### src/hdl/acdd_pkg.sv
`default_nettype none
package acdd_pkg;

  localparam int VALW = 16;
  localparam int OPW  = 19;             // signed operand width, holds +/-2*65535
  localparam int MAGW = OPW - 1;        // magnitude of a signed operand
  localparam int NUMW = MAGW + VALW;    // dividend magnitude
  localparam int DENW = MAGW;           // divisor magnitude
  localparam int CNTW = $clog2(NUMW + 1);
  localparam int SUMW = NUMW + 2;       // signed offset plus quotient

  localparam logic [VALW-1:0] HALF_SCALE = 16'd32767;
  localparam logic [VALW-1:0] FULL_SCALE = 16'd65535;
  localparam logic [VALW-1:0] HALF_UP    = 16'd32768;

  // Configuration register indexes.
  localparam logic [2:0] CFG_RANGE_MIN      = 3'd0;
  localparam logic [2:0] CFG_RANGE_MAX      = 3'd1;
  localparam logic [2:0] CFG_CENTER_VALUE   = 3'd2;
  localparam logic [2:0] CFG_DEADZONE_WIDTH = 3'd3;
  localparam logic [2:0] CFG_DEBOUNCE_MS    = 3'd4;
  localparam logic [2:0] CFG_PRESSED_VALUE  = 3'd5;
  localparam logic [2:0] CFG_RELEASED_VALUE = 3'd6;
  localparam logic [2:0] CFG_MODE_FLAGS     = 3'd7;

  // Bits of mode_flags.
  localparam int MODE_TRIGGER  = 0;
  localparam int MODE_BUTTON   = 1;
  localparam int MODE_RELEASED = 2;
  localparam int MODE_PEAK     = 3;
  localparam int MODE_DEBOUNCE = 4;

  typedef enum logic [2:0] {
    ST_IDLE,
    ST_SETUP,
    ST_MUL,
    ST_DIV,
    ST_FIN
  } acdd_state_t;

  // Output span of the linear map.
  typedef enum logic [1:0] {
    SPAN_FULL,
    SPAN_HALF_LO,
    SPAN_HALF_UP
  } acdd_span_t;

endpackage
`default_nettype wire

### src/hdl/acdd_div.sv
`default_nettype none
module acdd_div import acdd_pkg::*; (
  input  logic            clk,
  input  logic            rst,
  input  logic            start,
  input  logic [NUMW-1:0] num,
  input  logic [DENW-1:0] den,
  output logic            done,
  output logic [NUMW-1:0] quo
);

  logic            busy;
  logic [CNTW-1:0] cnt;
  logic [NUMW-1:0] numq;
  logic [DENW-1:0] rem;
  logic [DENW:0]   rem_sh;
  logic [DENW:0]   diff;
  logic            fits;

  // One restoring step per cycle: shift in the next dividend bit and subtract
  // the divisor when it fits. The dividend register fills with the quotient.
  always_comb begin
    rem_sh = {rem, numq[NUMW-1]};
    diff   = rem_sh - {1'b0, den};
    fits   = !diff[DENW];
  end

  always_ff @(posedge clk) begin
    if (rst) begin
      busy <= 1'b0;
      done <= 1'b0;
      cnt  <= '0;
    end else begin
      // Done rises for one cycle right after the last step.
      done <= busy && !start && (cnt == CNTW'(1));
      if (start) begin
        busy <= 1'b1;
        cnt  <= CNTW'(NUMW);
      end else if (busy) begin
        cnt <= cnt - 1'b1;
        if (cnt == CNTW'(1)) begin
          busy <= 1'b0;
        end
      end
    end
  end

  always_ff @(posedge clk) begin
    if (start) begin
      numq <= num;
      rem  <= '0;
    end else if (busy) begin
      rem  <= fits ? diff[DENW-1:0] : rem_sh[DENW-1:0];
      numq <= {numq[NUMW-2:0], fits};
    end
  end

  assign quo = numq;

endmodule
`default_nettype wire

### src/hdl/axis_calibrate_deadzone_debounce.sv
`default_nettype none
// Axis calibration with deadzone, peak hold and return-to-center debounce.
// The input channel (in_valid / in_stall) carries one poll per beat: raw
// sample, digital pressed bit, millisecond time stamp, force-report and
// report-enable bits. The output channel (out_valid / out_stall) returns one
// beat per poll with the held axis value, a centered flag, the report flag
// and an echo of the raw sample.
// A poll that must go through the linear map passes the setup, multiply,
// divide and finish states from its acceptance to its result; the time is set
// by the bit-serial divider, which retires one quotient bit per cycle over a
// 34-bit dividend. Polls that end in a fixed value (button mode, deadzone,
// clamp below the trigger start, zero span) skip the multiply and divide states.
// A new poll is taken in the cycle after a result enters the output register; a poll is not taken while one is in work.
// The output register holds a finished result while out_stall is high; the
// block still takes the next poll, and waits before its own finish if the
// earlier result has not been taken.
// Configuration is a plain write port (cfg_we, cfg_index, cfg_data) and must
// be written only while the block is idle.
// A synchronous reset loads the register defaults, clears the held value,
// the time stamp and the last reported values, and drops out_valid.
module axis_calibrate_deadzone_debounce import acdd_pkg::*; (
  input  logic            clk,
  input  logic            rst,
  input  logic            cfg_we,
  input  logic [2:0]      cfg_index,
  input  logic [VALW-1:0] cfg_data,
  input  logic            in_valid,
  output logic            in_stall,
  input  logic [VALW-1:0] raw_sample,
  input  logic            digital_pressed,
  input  logic [31:0]     now_ms,
  input  logic            force_report,
  input  logic            report_enable,
  output logic            out_valid,
  input  logic            out_stall,
  output logic [VALW-1:0] axis_value,
  output logic            is_centered,
  output logic            report_valid,
  output logic [VALW-1:0] raw_echo
);

  // Configuration registers.
  logic [VALW-1:0] range_min, range_max, center_value, deadzone_width;
  logic [VALW-1:0] debounce_ms, pressed_value, released_value;
  logic [4:0]      mode_flags;

  // Block state carried from poll to poll.
  logic [VALW-1:0] held_value;
  logic [31:0]     last_active_ms;
  logic [VALW-1:0] last_reported_raw;
  logic [VALW-1:0] last_reported_value;

  // The accepted poll.
  logic [VALW-1:0] p_raw;
  logic            p_pressed;
  logic [31:0]     p_now;
  logic            p_full;
  logic            p_rep_en;

  // Operands prepared in the setup step.
  logic                   direct;
  logic [VALW-1:0]        direct_val;
  logic signed [OPW-1:0]  xa;
  logic signed [OPW-1:0]  den;
  logic                   c_half;
  logic                   q_neg;
  acdd_span_t             span;

  acdd_state_t state, state_next;

  always_ff @(posedge clk) begin
    if (rst) begin
      range_min      <= '0;
      range_max      <= FULL_SCALE;
      center_value   <= HALF_SCALE;
      deadzone_width <= '0;
      debounce_ms    <= '0;
      pressed_value  <= FULL_SCALE;
      released_value <= '0;
      mode_flags     <= '0;
    end else if (cfg_we) begin
      unique case (cfg_index)
        CFG_RANGE_MIN:      range_min      <= cfg_data;
        CFG_RANGE_MAX:      range_max      <= cfg_data;
        CFG_CENTER_VALUE:   center_value   <= cfg_data;
        CFG_DEADZONE_WIDTH: deadzone_width <= cfg_data;
        CFG_DEBOUNCE_MS:    debounce_ms    <= cfg_data;
        CFG_PRESSED_VALUE:  pressed_value  <= cfg_data;
        CFG_RELEASED_VALUE: released_value <= cfg_data;
        CFG_MODE_FLAGS:     mode_flags     <= cfg_data[4:0];
        default: ;
      endcase
    end
  end

  // Setup: choose the fixed result or the operands of the linear map
  // c + (x - a) * (d - c) / (b - a). All values are signed so that limits
  // shifted by the deadzone may leave the 16-bit range.
  logic signed [OPW-1:0] v, lo, hi, ctr, dz;
  logic signed [OPW-1:0] lo_pdz, lo_mdz, c_pdz, c_mdz;
  logic signed [OPW-1:0] a_s, b_s, vv_s, xa_s, den_s;
  logic                  inv;
  logic                  dir_s;
  logic [VALW-1:0]       dval_s;
  logic                  chalf_s;
  acdd_span_t            span_s;

  always_comb begin
    v      = OPW'(signed'({1'b0, p_raw}));
    lo     = OPW'(signed'({1'b0, range_min}));
    hi     = OPW'(signed'({1'b0, range_max}));
    ctr    = OPW'(signed'({1'b0, center_value}));
    dz     = OPW'(signed'({1'b0, deadzone_width}));
    lo_pdz = lo + dz;
    lo_mdz = lo - dz;
    c_pdz  = ctr + dz;
    c_mdz  = ctr - dz;
    inv    = range_min > range_max;
    dir_s   = 1'b0;
    dval_s  = '0;
    a_s     = '0;
    b_s     = hi;
    vv_s    = v;
    chalf_s = 1'b0;
    span_s  = SPAN_FULL;
    if (mode_flags[MODE_BUTTON]) begin
      dir_s = 1'b1;
      if (p_pressed) begin
        dval_s = pressed_value;
      end else if (mode_flags[MODE_RELEASED]) begin
        dval_s = released_value;
      end else begin
        dval_s = center_value;
      end
    end else if (mode_flags[MODE_TRIGGER]) begin
      if (!inv) begin
        a_s = lo_pdz;
        if (v < lo_pdz) begin
          dir_s = 1'b1;
        end else if (v > hi) begin
          vv_s = hi;
        end
      end else begin
        a_s = lo_mdz;
        if (v > lo_mdz) begin
          dir_s = 1'b1;
        end else if (v < hi) begin
          vv_s = hi;
        end
      end
    end else if (v < ctr) begin
      if (ctr - v < dz) begin
        dir_s  = 1'b1;
        dval_s = HALF_SCALE;
      end else if (inv) begin
        a_s     = c_mdz;
        chalf_s = 1'b1;
        span_s  = SPAN_HALF_UP;
      end else begin
        a_s    = lo;
        b_s    = c_mdz;
        span_s = SPAN_HALF_LO;
      end
    end else begin
      if (v - ctr < dz) begin
        dir_s  = 1'b1;
        dval_s = HALF_SCALE;
      end else if (inv) begin
        a_s    = lo;
        b_s    = c_pdz;
        span_s = SPAN_HALF_LO;
      end else begin
        a_s     = c_pdz;
        chalf_s = 1'b1;
        span_s  = SPAN_HALF_UP;
      end
    end
    xa_s  = vv_s - a_s;
    den_s = b_s - a_s;
    // A zero span maps to full scale.
    if (!dir_s && den_s == '0) begin
      dir_s  = 1'b1;
      dval_s = FULL_SCALE;
    end
  end

  // Multiply step: magnitudes go to the divider, the sign is kept aside.
  logic [MAGW-1:0] xmag, dmag;
  logic [VALW-1:0] span_k;
  logic [NUMW-1:0] prod;
  logic            div_start;
  logic            div_done;
  logic [NUMW-1:0] quo;

  always_comb begin
    xmag = xa[OPW-1]  ? MAGW'(-xa)  : MAGW'(xa);
    dmag = den[OPW-1] ? MAGW'(-den) : MAGW'(den);
    case (span)
      SPAN_HALF_LO: span_k = HALF_SCALE;
      SPAN_HALF_UP: span_k = HALF_UP;
      default:      span_k = FULL_SCALE;
    endcase
    prod      = NUMW'(xmag) * NUMW'(span_k);
    div_start = (state == ST_MUL);
  end

  acdd_div u_div (
    .clk   (clk),
    .rst   (rst),
    .start (div_start),
    .num   (prod),
    .den   (dmag),
    .done  (div_done),
    .quo   (quo)
  );

  // Finish: apply sign and offset, saturate, then update the held value.
  logic signed [SUMW-1:0] sq, sum;
  logic [VALW-1:0]        val;
  logic [VALW-1:0]        held_new;
  logic [31:0]            elapsed;
  logic                   active;
  logic                   report;
  logic                   out_free;
  logic                   finish;

  always_comb begin
    sq  = q_neg ? -SUMW'(signed'({2'b0, quo})) : SUMW'(signed'({2'b0, quo}));
    sum = sq + (c_half ? SUMW'(signed'({1'b0, HALF_SCALE})) : SUMW'(0));
    if (direct) begin
      val = direct_val;
    end else if (sum < 0) begin
      val = '0;
    end else if (sum > SUMW'(signed'({1'b0, FULL_SCALE}))) begin
      val = FULL_SCALE;
    end else begin
      val = sum[VALW-1:0];
    end
    elapsed  = p_now - last_active_ms;
    active   = (val != center_value);
    held_new = held_value;
    if (active) begin
      if (!mode_flags[MODE_PEAK] || val > held_value) begin
        held_new = val;
      end
    end else if (!mode_flags[MODE_DEBOUNCE] || elapsed > {16'd0, debounce_ms}) begin
      held_new = val;
    end
    report = p_rep_en && (p_raw != last_reported_raw ||
                          held_new != last_reported_value || p_full);
    out_free = !out_valid || !out_stall;
    finish   = (state == ST_FIN) && out_free;
  end

  // Sequencer.
  always_ff @(posedge clk) begin
    if (rst) begin
      state <= ST_IDLE;
    end else begin
      state <= state_next;
    end
  end

  always_comb begin
    state_next = state;
    in_stall   = 1'b1;
    unique case (state)
      ST_IDLE: begin
        in_stall = 1'b0;
        if (in_valid) begin
          state_next = ST_SETUP;
        end
      end
      ST_SETUP: state_next = dir_s ? ST_FIN : ST_MUL;
      ST_MUL:   state_next = ST_DIV;
      ST_DIV: begin
        if (div_done) begin
          state_next = ST_FIN;
        end
      end
      ST_FIN: begin
        if (out_free) begin
          state_next = ST_IDLE;
        end
      end
      default: state_next = ST_IDLE;
    endcase
  end

  // Poll capture and operand registers.
  always_ff @(posedge clk) begin
    if (state == ST_IDLE && in_valid) begin
      p_raw     <= raw_sample;
      p_pressed <= digital_pressed;
      p_now     <= now_ms;
      p_full    <= force_report;
      p_rep_en  <= report_enable;
    end
    if (state == ST_SETUP) begin
      direct     <= dir_s;
      direct_val <= dval_s;
      xa         <= xa_s;
      den        <= den_s;
      c_half     <= chalf_s;
      span       <= span_s;
      q_neg      <= xa_s[OPW-1] ^ den_s[OPW-1];
    end
  end

  // Block state and the output register.
  always_ff @(posedge clk) begin
    if (rst) begin
      held_value          <= '0;
      last_active_ms      <= '0;
      last_reported_raw   <= '0;
      last_reported_value <= '0;
      out_valid           <= 1'b0;
    end else begin
      if (finish) begin
        held_value <= held_new;
        if (active) begin
          last_active_ms <= p_now;
        end
        if (report) begin
          last_reported_raw   <= p_raw;
          last_reported_value <= held_new;
        end
        out_valid <= 1'b1;
      end else if (out_valid && !out_stall) begin
        out_valid <= 1'b0;
      end
    end
  end

  always_ff @(posedge clk) begin
    if (finish) begin
      axis_value   <= held_new;
      is_centered  <= (held_new == center_value);
      report_valid <= report;
      raw_echo     <= p_raw;
    end
  end

endmodule
`default_nettype wire

### config.mk
export PLATFORM = sky130hd
export DESIGN_NAME = axis_calibrate_deadzone_debounce
export DESIGN_NICKNAME = d
export VERILOG_FILES = /design/src/hdl/acdd_pkg.sv /design/src/hdl/acdd_div.sv /design/src/hdl/axis_calibrate_deadzone_debounce.sv
export SDC_FILE = /design/constraint.sdc
export NUM_CORES = 2
export LEC_CHECK = 0
export ABC_AREA = 1
export BUFFER_PORTS_ARGS = -buffer_cell sky130_fd_sc_hd__buf_2
export CORE_UTILIZATION = 40
export CTS_CLUSTER_SIZE = 30
export DETAILED_ROUTE_END_ITERATION = 6
export GPL_ROUTABILITY_DRIVEN = 0
export GPL_TIMING_DRIVEN = 0
export SLEW_MARGIN = 5
export SYNTH_ARGS = -nofsm -noshare
export SYNTH_HDL_FRONTEND = slang
export SYNTH_SLANG_ARGS = --single-unit
### constraint.sdc
create_clock -name clk -period 8 [get_ports clk]
set_clock_uncertainty 0.15 [all_clocks]
set_input_delay 0.8 -clock clk [delete_from_list [all_inputs] [get_ports clk]]
set_output_delay 0.8 -clock clk [all_outputs]
set_load 0.01 [all_outputs]
======== Word-level counts from Yosys, hierarchy flattened ========
Cells that the tools add are included.
word-level totals
  bits in read-only memories .............. 0
  latch bits .............................. 0
  register bits ........................... 405
  memory bits (writable) .................. 0
  memories kept ........................... 0
operators by class
  add/sub/neg operators ................... 15
  equal/unequal tests ..................... 21
  multipliers ............................. 1
  bitwise gates (word level) .............. 1
  order comparisons ....................... 12
  shift operators ......................... 0
  divide/modulo/power cells ............... 0
  reduce and logical (&&, ||, !) cells .... 37
  muxes and demuxes ....................... 75
operator list
  operator                                                                            count
  19-bit 2-to-1 mux                                                                   14
  16-bit 2-to-1 mux                                                                   15
  17-bit 2-to-1 mux                                                                   4
  34-bit 2-to-1 mux                                                                   2
  16-bit by 16-bit subtractor with 17-bit output                                      4
  18-bit 2-to-1 mux                                                                   3
  16-bit greater-than comparator                                                      3
  16-bit != test                                                                      3
  15-bit 2-to-1 mux                                                                   3
  19-bit subtractor                                                                   2
  36-bit by 16-bit adder with 36-bit output                                           1
  36-bit by 17-bit greater-than comparator with 1-bit output (second input constant)  1
  36-bit by 1-bit < comparator with 1-bit output (second input constant)              1
  36-bit 2-to-1 mux                                                                   1
  18-bit negation                                                                     2
  34-bit negation with 36-bit output                                                  1
  16-bit by 16-bit adder with 17-bit output                                           2
  17-bit < comparator                                                                 2
  18-bit by 16-bit multiplier with 34-bit output                                      1
  32-bit by 16-bit greater-than comparator with 1-bit output                          1
  16-bit < comparator                                                                 2
  16-bit case mux with 2 select lines                                                 1
  32-bit subtractor                                                                   1
  1-bit 2-to-1 mux                                                                    20
  27 further kinds                                                                    72

======== Longest topological paths before layout ========
  depth in word-level cells ............... 16
  gate-level depth with buffers ........... 53

======== Cells and area by module ========
Synthesis repeated with hierarchy kept, for this count alone.
second synthesis, totals
  cells, all modules ...................... 5204
  area total of the unflattened synthesis .. 39088.7 µm²
by module, submodules not included
  module                            area each (µm²)  cells each  sequential area each (µm²)  times used
  axis_calibrate_deadzone_debounce  35233.8          4654        8318.0                      1
  acdd_div                          3854.9           550         1541.5                      1

======== Least setup slack after synthesis ========
OpenSTA, ideal clock, no wires.
  path type ............................... register to register
  start ................................... register xa[0]
  end ..................................... register u_div.numq[33], in the netlist u_div.quo[33] (data pin)
  data arrival time ....................... 7551 ps
  setup slack ............................. 31 ps
  clock period less this slack ............ 7969 ps
  stages on the path, launching flop included .. 40
  setup time .............................. 268 ps
  path through ............................ edfxtp_1 -> inv_1 -> ha_1 -> inv_1 -> nor3_1 -> inv_1 -> nor2_1 -> nand2_1 -> nor3_1 -> nand2_1 -> o31ai_1 -> xor2_1 -> nand2_1 -> inv_1 -> fa_1 -> fa_1 -> inv_1 -> fa_1 -> [4 not listed] -> ha_1 -> nand2_1 -> nor2_1 -> a211oi_1 -> nand2_1 -> nand2_1 -> nand2_1 -> a21oi_1 -> nor2_1 -> o21a_1 -> nor2_1 -> o21ai_0 -> a21oi_1 -> o21ai_0 -> inv_1 -> o41ai_1 -> xor2_1 -> o21ai_0
on the way
  longest elaborated chain between the ends .. 4
RTL lines
  what                                              line                                     RTL
  start: declaration                                axis_calibrate_deadzone_debounce.sv:63   logic signed [OPW-1:0] xa;
  start signal: assignment                          axis_calibrate_deadzone_debounce.sv:302  xa <= xa_s;
  18-bit negation                                   axis_calibrate_deadzone_debounce.sv:196  xmag = xa[OPW-1] ? MAGW'(-xa) : MAGW'(xa);
  18-bit 2-to-1 mux *                               axis_calibrate_deadzone_debounce.sv:196
  18-bit by 16-bit multiplier with 34-bit output *  axis_calibrate_deadzone_debounce.sv:203  prod = NUMW'(xmag) * NUMW'(span_k);
  34-bit 2-to-1 mux *                               acdd_div.sv:49                           if (start) begin
  end signal: assignment                            acdd_div.sv:50                           numq <= num;
  end signal: assignment                            acdd_div.sv:54                           numq <= {numq[NUMW-2:0], fits};
  end: declaration                                  acdd_div.sv:14                           logic [NUMW-1:0] numq;
Every way passes the cells marked *; elsewhere a longest branch is shown, timed or not.
A chain may end at the register's enable or synchronous reset.

======== Worst setup path after layout ========
  start ................................... register xa[1]
  end ..................................... register u_div.numq[33], in the netlist u_div.quo[33] (data pin)
The elaborated chain is that of the path after synthesis.

==> reports/qor.txt <==
Fin Hold WS: 0.143 ns
Number of setup violations in the final report: 0
Initial drt markers: 3873
Row count: 113
Most area-consuming cells after synthesis: edfxtp_1, ha_1, dfxtp_1, fa_1, nand2_1
Max-slew violation count: 0
# DRC: 2
Register Area: 9920 um2
CORE AREA: 95400 um2
Post-synth top area share: 13.7%
Input/output buffers: 106
Die Span Y: 313 um
CTS clk-pin slew, worst paths: 0.06 ns
Tmin final: 7.95 ns
Total congestion overflow: 0
Avg Vias per Cell: 5.44
R2R setup slack: 0.05 ns
Syn Area/Cell: 7.66 um2
Via count: 36417
Clk root buf: clkbuf_16
Reg-to-Reg End: u_div.quo[33]$_DFFE_PP_
Cts hold-fix bufs: 0
Count of cells along the worst hold path: 1
Initial DRT Pass Iterations: 7
Post-synthesis cell area: 38700 um2
Relative slew margins: 30.8%
Num CTS Buffers: 50
Max-cap violations: 0
Antenna violation net count after detailed routing: 0
Final worst-path cycle share: 99.4%
Register area share after synthesis: 25.5%
Seq cells post-synth: 404
Hpwl dp: 102000 um
Clock buffer depth: 3
Worst Hold Class: primary input to register
Crit Path Category: register to register
Full die area: 98000 um2
GRT Overall Usage: 26.5%
Crit. End Element: register
Commonest non-fill, non-tap cell in the layout: nand2_1
Critical path peak fanout: 4
Worst EP required: 8.24 ns
CP delay by family, top: adder cells
Most frequent cells in the layout: nand2_1, inv_1, ha_1
Antenna violations before repair: 3
Hold worst-path end: p_now[4]$_DFFE_PP_
Initial Util: 40.6%
Violated checks: DRC
Share of cells above drive strength 1: 15.4%
Worst Tran Pin Value: 1.03 ns
Latest clock arrival within the worst-skew pair: 0.68 ns
Crit path largest cell delay: 0.55 ns
CP Buf/Inv Count: 7
Routed wire length: 134000 um
Largest net degree at the start of global routing: 34
Reg2reg start: xa[1]$_DFFE_PP_
Avg WL per Cell: 20.0 um
Main synth FF type: dfxtp_1
Clock sinks: 404
Worst R2R Path Depth: 39
Vias in the first global route: 34186
First-pass GRT wire length: 200000 um
Status: finished with violations
CP max stage cell: fa_1
Horiz. Die Dim: 313 um
Syn Inst Count: 5052
Syn_nets: 5735
Fmax: 126 MHz
Area of the multi-input gates: 26400 um2
Syn-to-layout area delta: 18.0%
Netlist cell types: 65
Post-synth EDFFs: 177
CTS tree: done
Fill count: 9321
Critical Path AT: 8.19 ns
Syn. warnings: 0
Final hold violations: 0
Post-synth top area cell: edfxtp_1
NumNets Final: 6072
RSZ-0062 raised after global routing: yes
Asr flop ratio synth: 0%
# IOs: 111
Crit path launch type: register
Worst Hold Launch: now_ms[4]
H-tree level count: 2
## cells in the mapped netlist, drive strengths merged, types with 2 or more instances
cell type  instances
dfxtp            227
nand3            238
a221o              7
buf               28
a21o              15
nor2             401
a221oi             6
nand4             52
a31oi             18
inv              787
o21ai            384
a32o              10
a211oi             9
fa               186
a2111oi            4
o21a              16
nor3              42
o31ai              8
o211ai           106
and3               5
and2               8
nor4              15
or3                2
clkinv            12
or2               26
edfxtp           177
o211a              2
clkbuf           124
xor2             192
a21oi            433
nand2            904
nand3b             4
o41ai              3
xnor2             71
ha               422
o221ai            13
o2111ai            3
a21boi             8
o21bai            46
o22ai             31
## cell type report
class | count | share of cell area, %
antenna | 1 | 0.00548
buffer | 141 | 1.63
clock buffer | 64 | 2.97
clock inverter | 28 | 0.838
inverter | 799 | 6.76
multi-input combinational | 3696 | 57.8
sequential | 404 | 21.7
tap | 1265 | 3.47
timing repair buffer | 296 | 4.79
timing repair inverter | 1 | 0.0164
## worst max-delay path by stage
stage / cells after the start / endpoint / slack (ns) / start
after floorplan: 39 / u_div.quo[33]$_DFFE_PP_ / 0.03 / xa[0]$_DFFE_PP_
after global placement: 47 / direct_val[12]$_SDFFCE_PP1P_ / -2.73 / p_raw[1]$_DFFE_PP_
after detailed placement: 47 / direct_val[12]$_SDFFCE_PP1P_ / -2.80 / p_raw[1]$_DFFE_PP_
after CTS: 47 / direct_val[12]$_SDFFCE_PP1P_ / -0.02 / p_raw[0]$_DFFE_PP_
after global routing: 40 / u_div.quo[33]$_DFFE_PP_ / -0.29 / xa[0]$_DFFE_PP_
final: 39 / u_div.quo[33]$_DFFE_PP_ / 0.05 / xa[1]$_DFFE_PP_
## state kept, by name (all words and copies together), names as in the netlist, 18 cells and up
signal and cells:
last_active_ms 32, p_now 32, xa 19, u_div.quo 34
u_div.rem 18, den 19
## routing by layer
| layer | global-route usage (%) | up-vias | share of wire, % |
|---|---|---|---|
| met1 | 34.5 | 17028 | 41 |
| met5 | 0 | - | 0.019 |
| li1 | - | 17447 | - |
| met2 | 42.1 | 1532 | 45 |
| met4 | 12.6 | 4 | 5.6 |
| met3 | 5.43 | 406 | 8.5 |
## cell families (layout without fill, tap and decap cells)
group | Yosys count | in the layout | share of synthesized area (%)
buffers and inverters | 952 | 1329 | 9.61
DFF | 404 | 404 | 25.5
xor gates and xnor gates | 263 | 263 | 5.95
adders and majority gates | 608 | 608 | 23.3
AOI/OAI and AO/OA | 1126 | 1126 | 16.8
other | 0 | 1 | 0
and+or+nand+nor | 1699 | 1699 | 18.9
## stage by stage
step	area (um2)	worst slack (ns)	TNS [ns]	util [%]	cells
after floorplan	38700	0.0313	0	-	5052
after global placement	40800	-2.73	-74.32	42.8	6423
after detailed placement	41000	-2.80	-80.24	42.9	6432
after CTS	43600	-0.0225	-0.0225	45.7	6572
after global routing	45700	-0.289	-3.84	47.9	6694
final	45700	0.0506	0	47.9	6695
## worst register-to-register path, delay by kind of cell, from the launching register on
family / cells / cell delay [ns]
flip-flops: 1 / 0.42
buffers and inverters: 7 / 0.48
AO/OA/AOI/OAI: 9 / 1.39
AND/OR/NAND/NOR: 13 / 1.39
XOR/XNOR: 2 / 0.48
adder cells (fa/ha/maj): 8 / 3.40
## repair_timing
item | in CTS | in global routing
gates cloned | 0 | 6
pin swaps | 28 | 158
gates resized for setup | 162 | 297
setup buffers | 56 | 120
setup endpoints to repair | 89 | 70
Power is left out: the tool's default activity adds up to more than one toggle a clock period on the data nets, which glitch-free logic cannot reach.
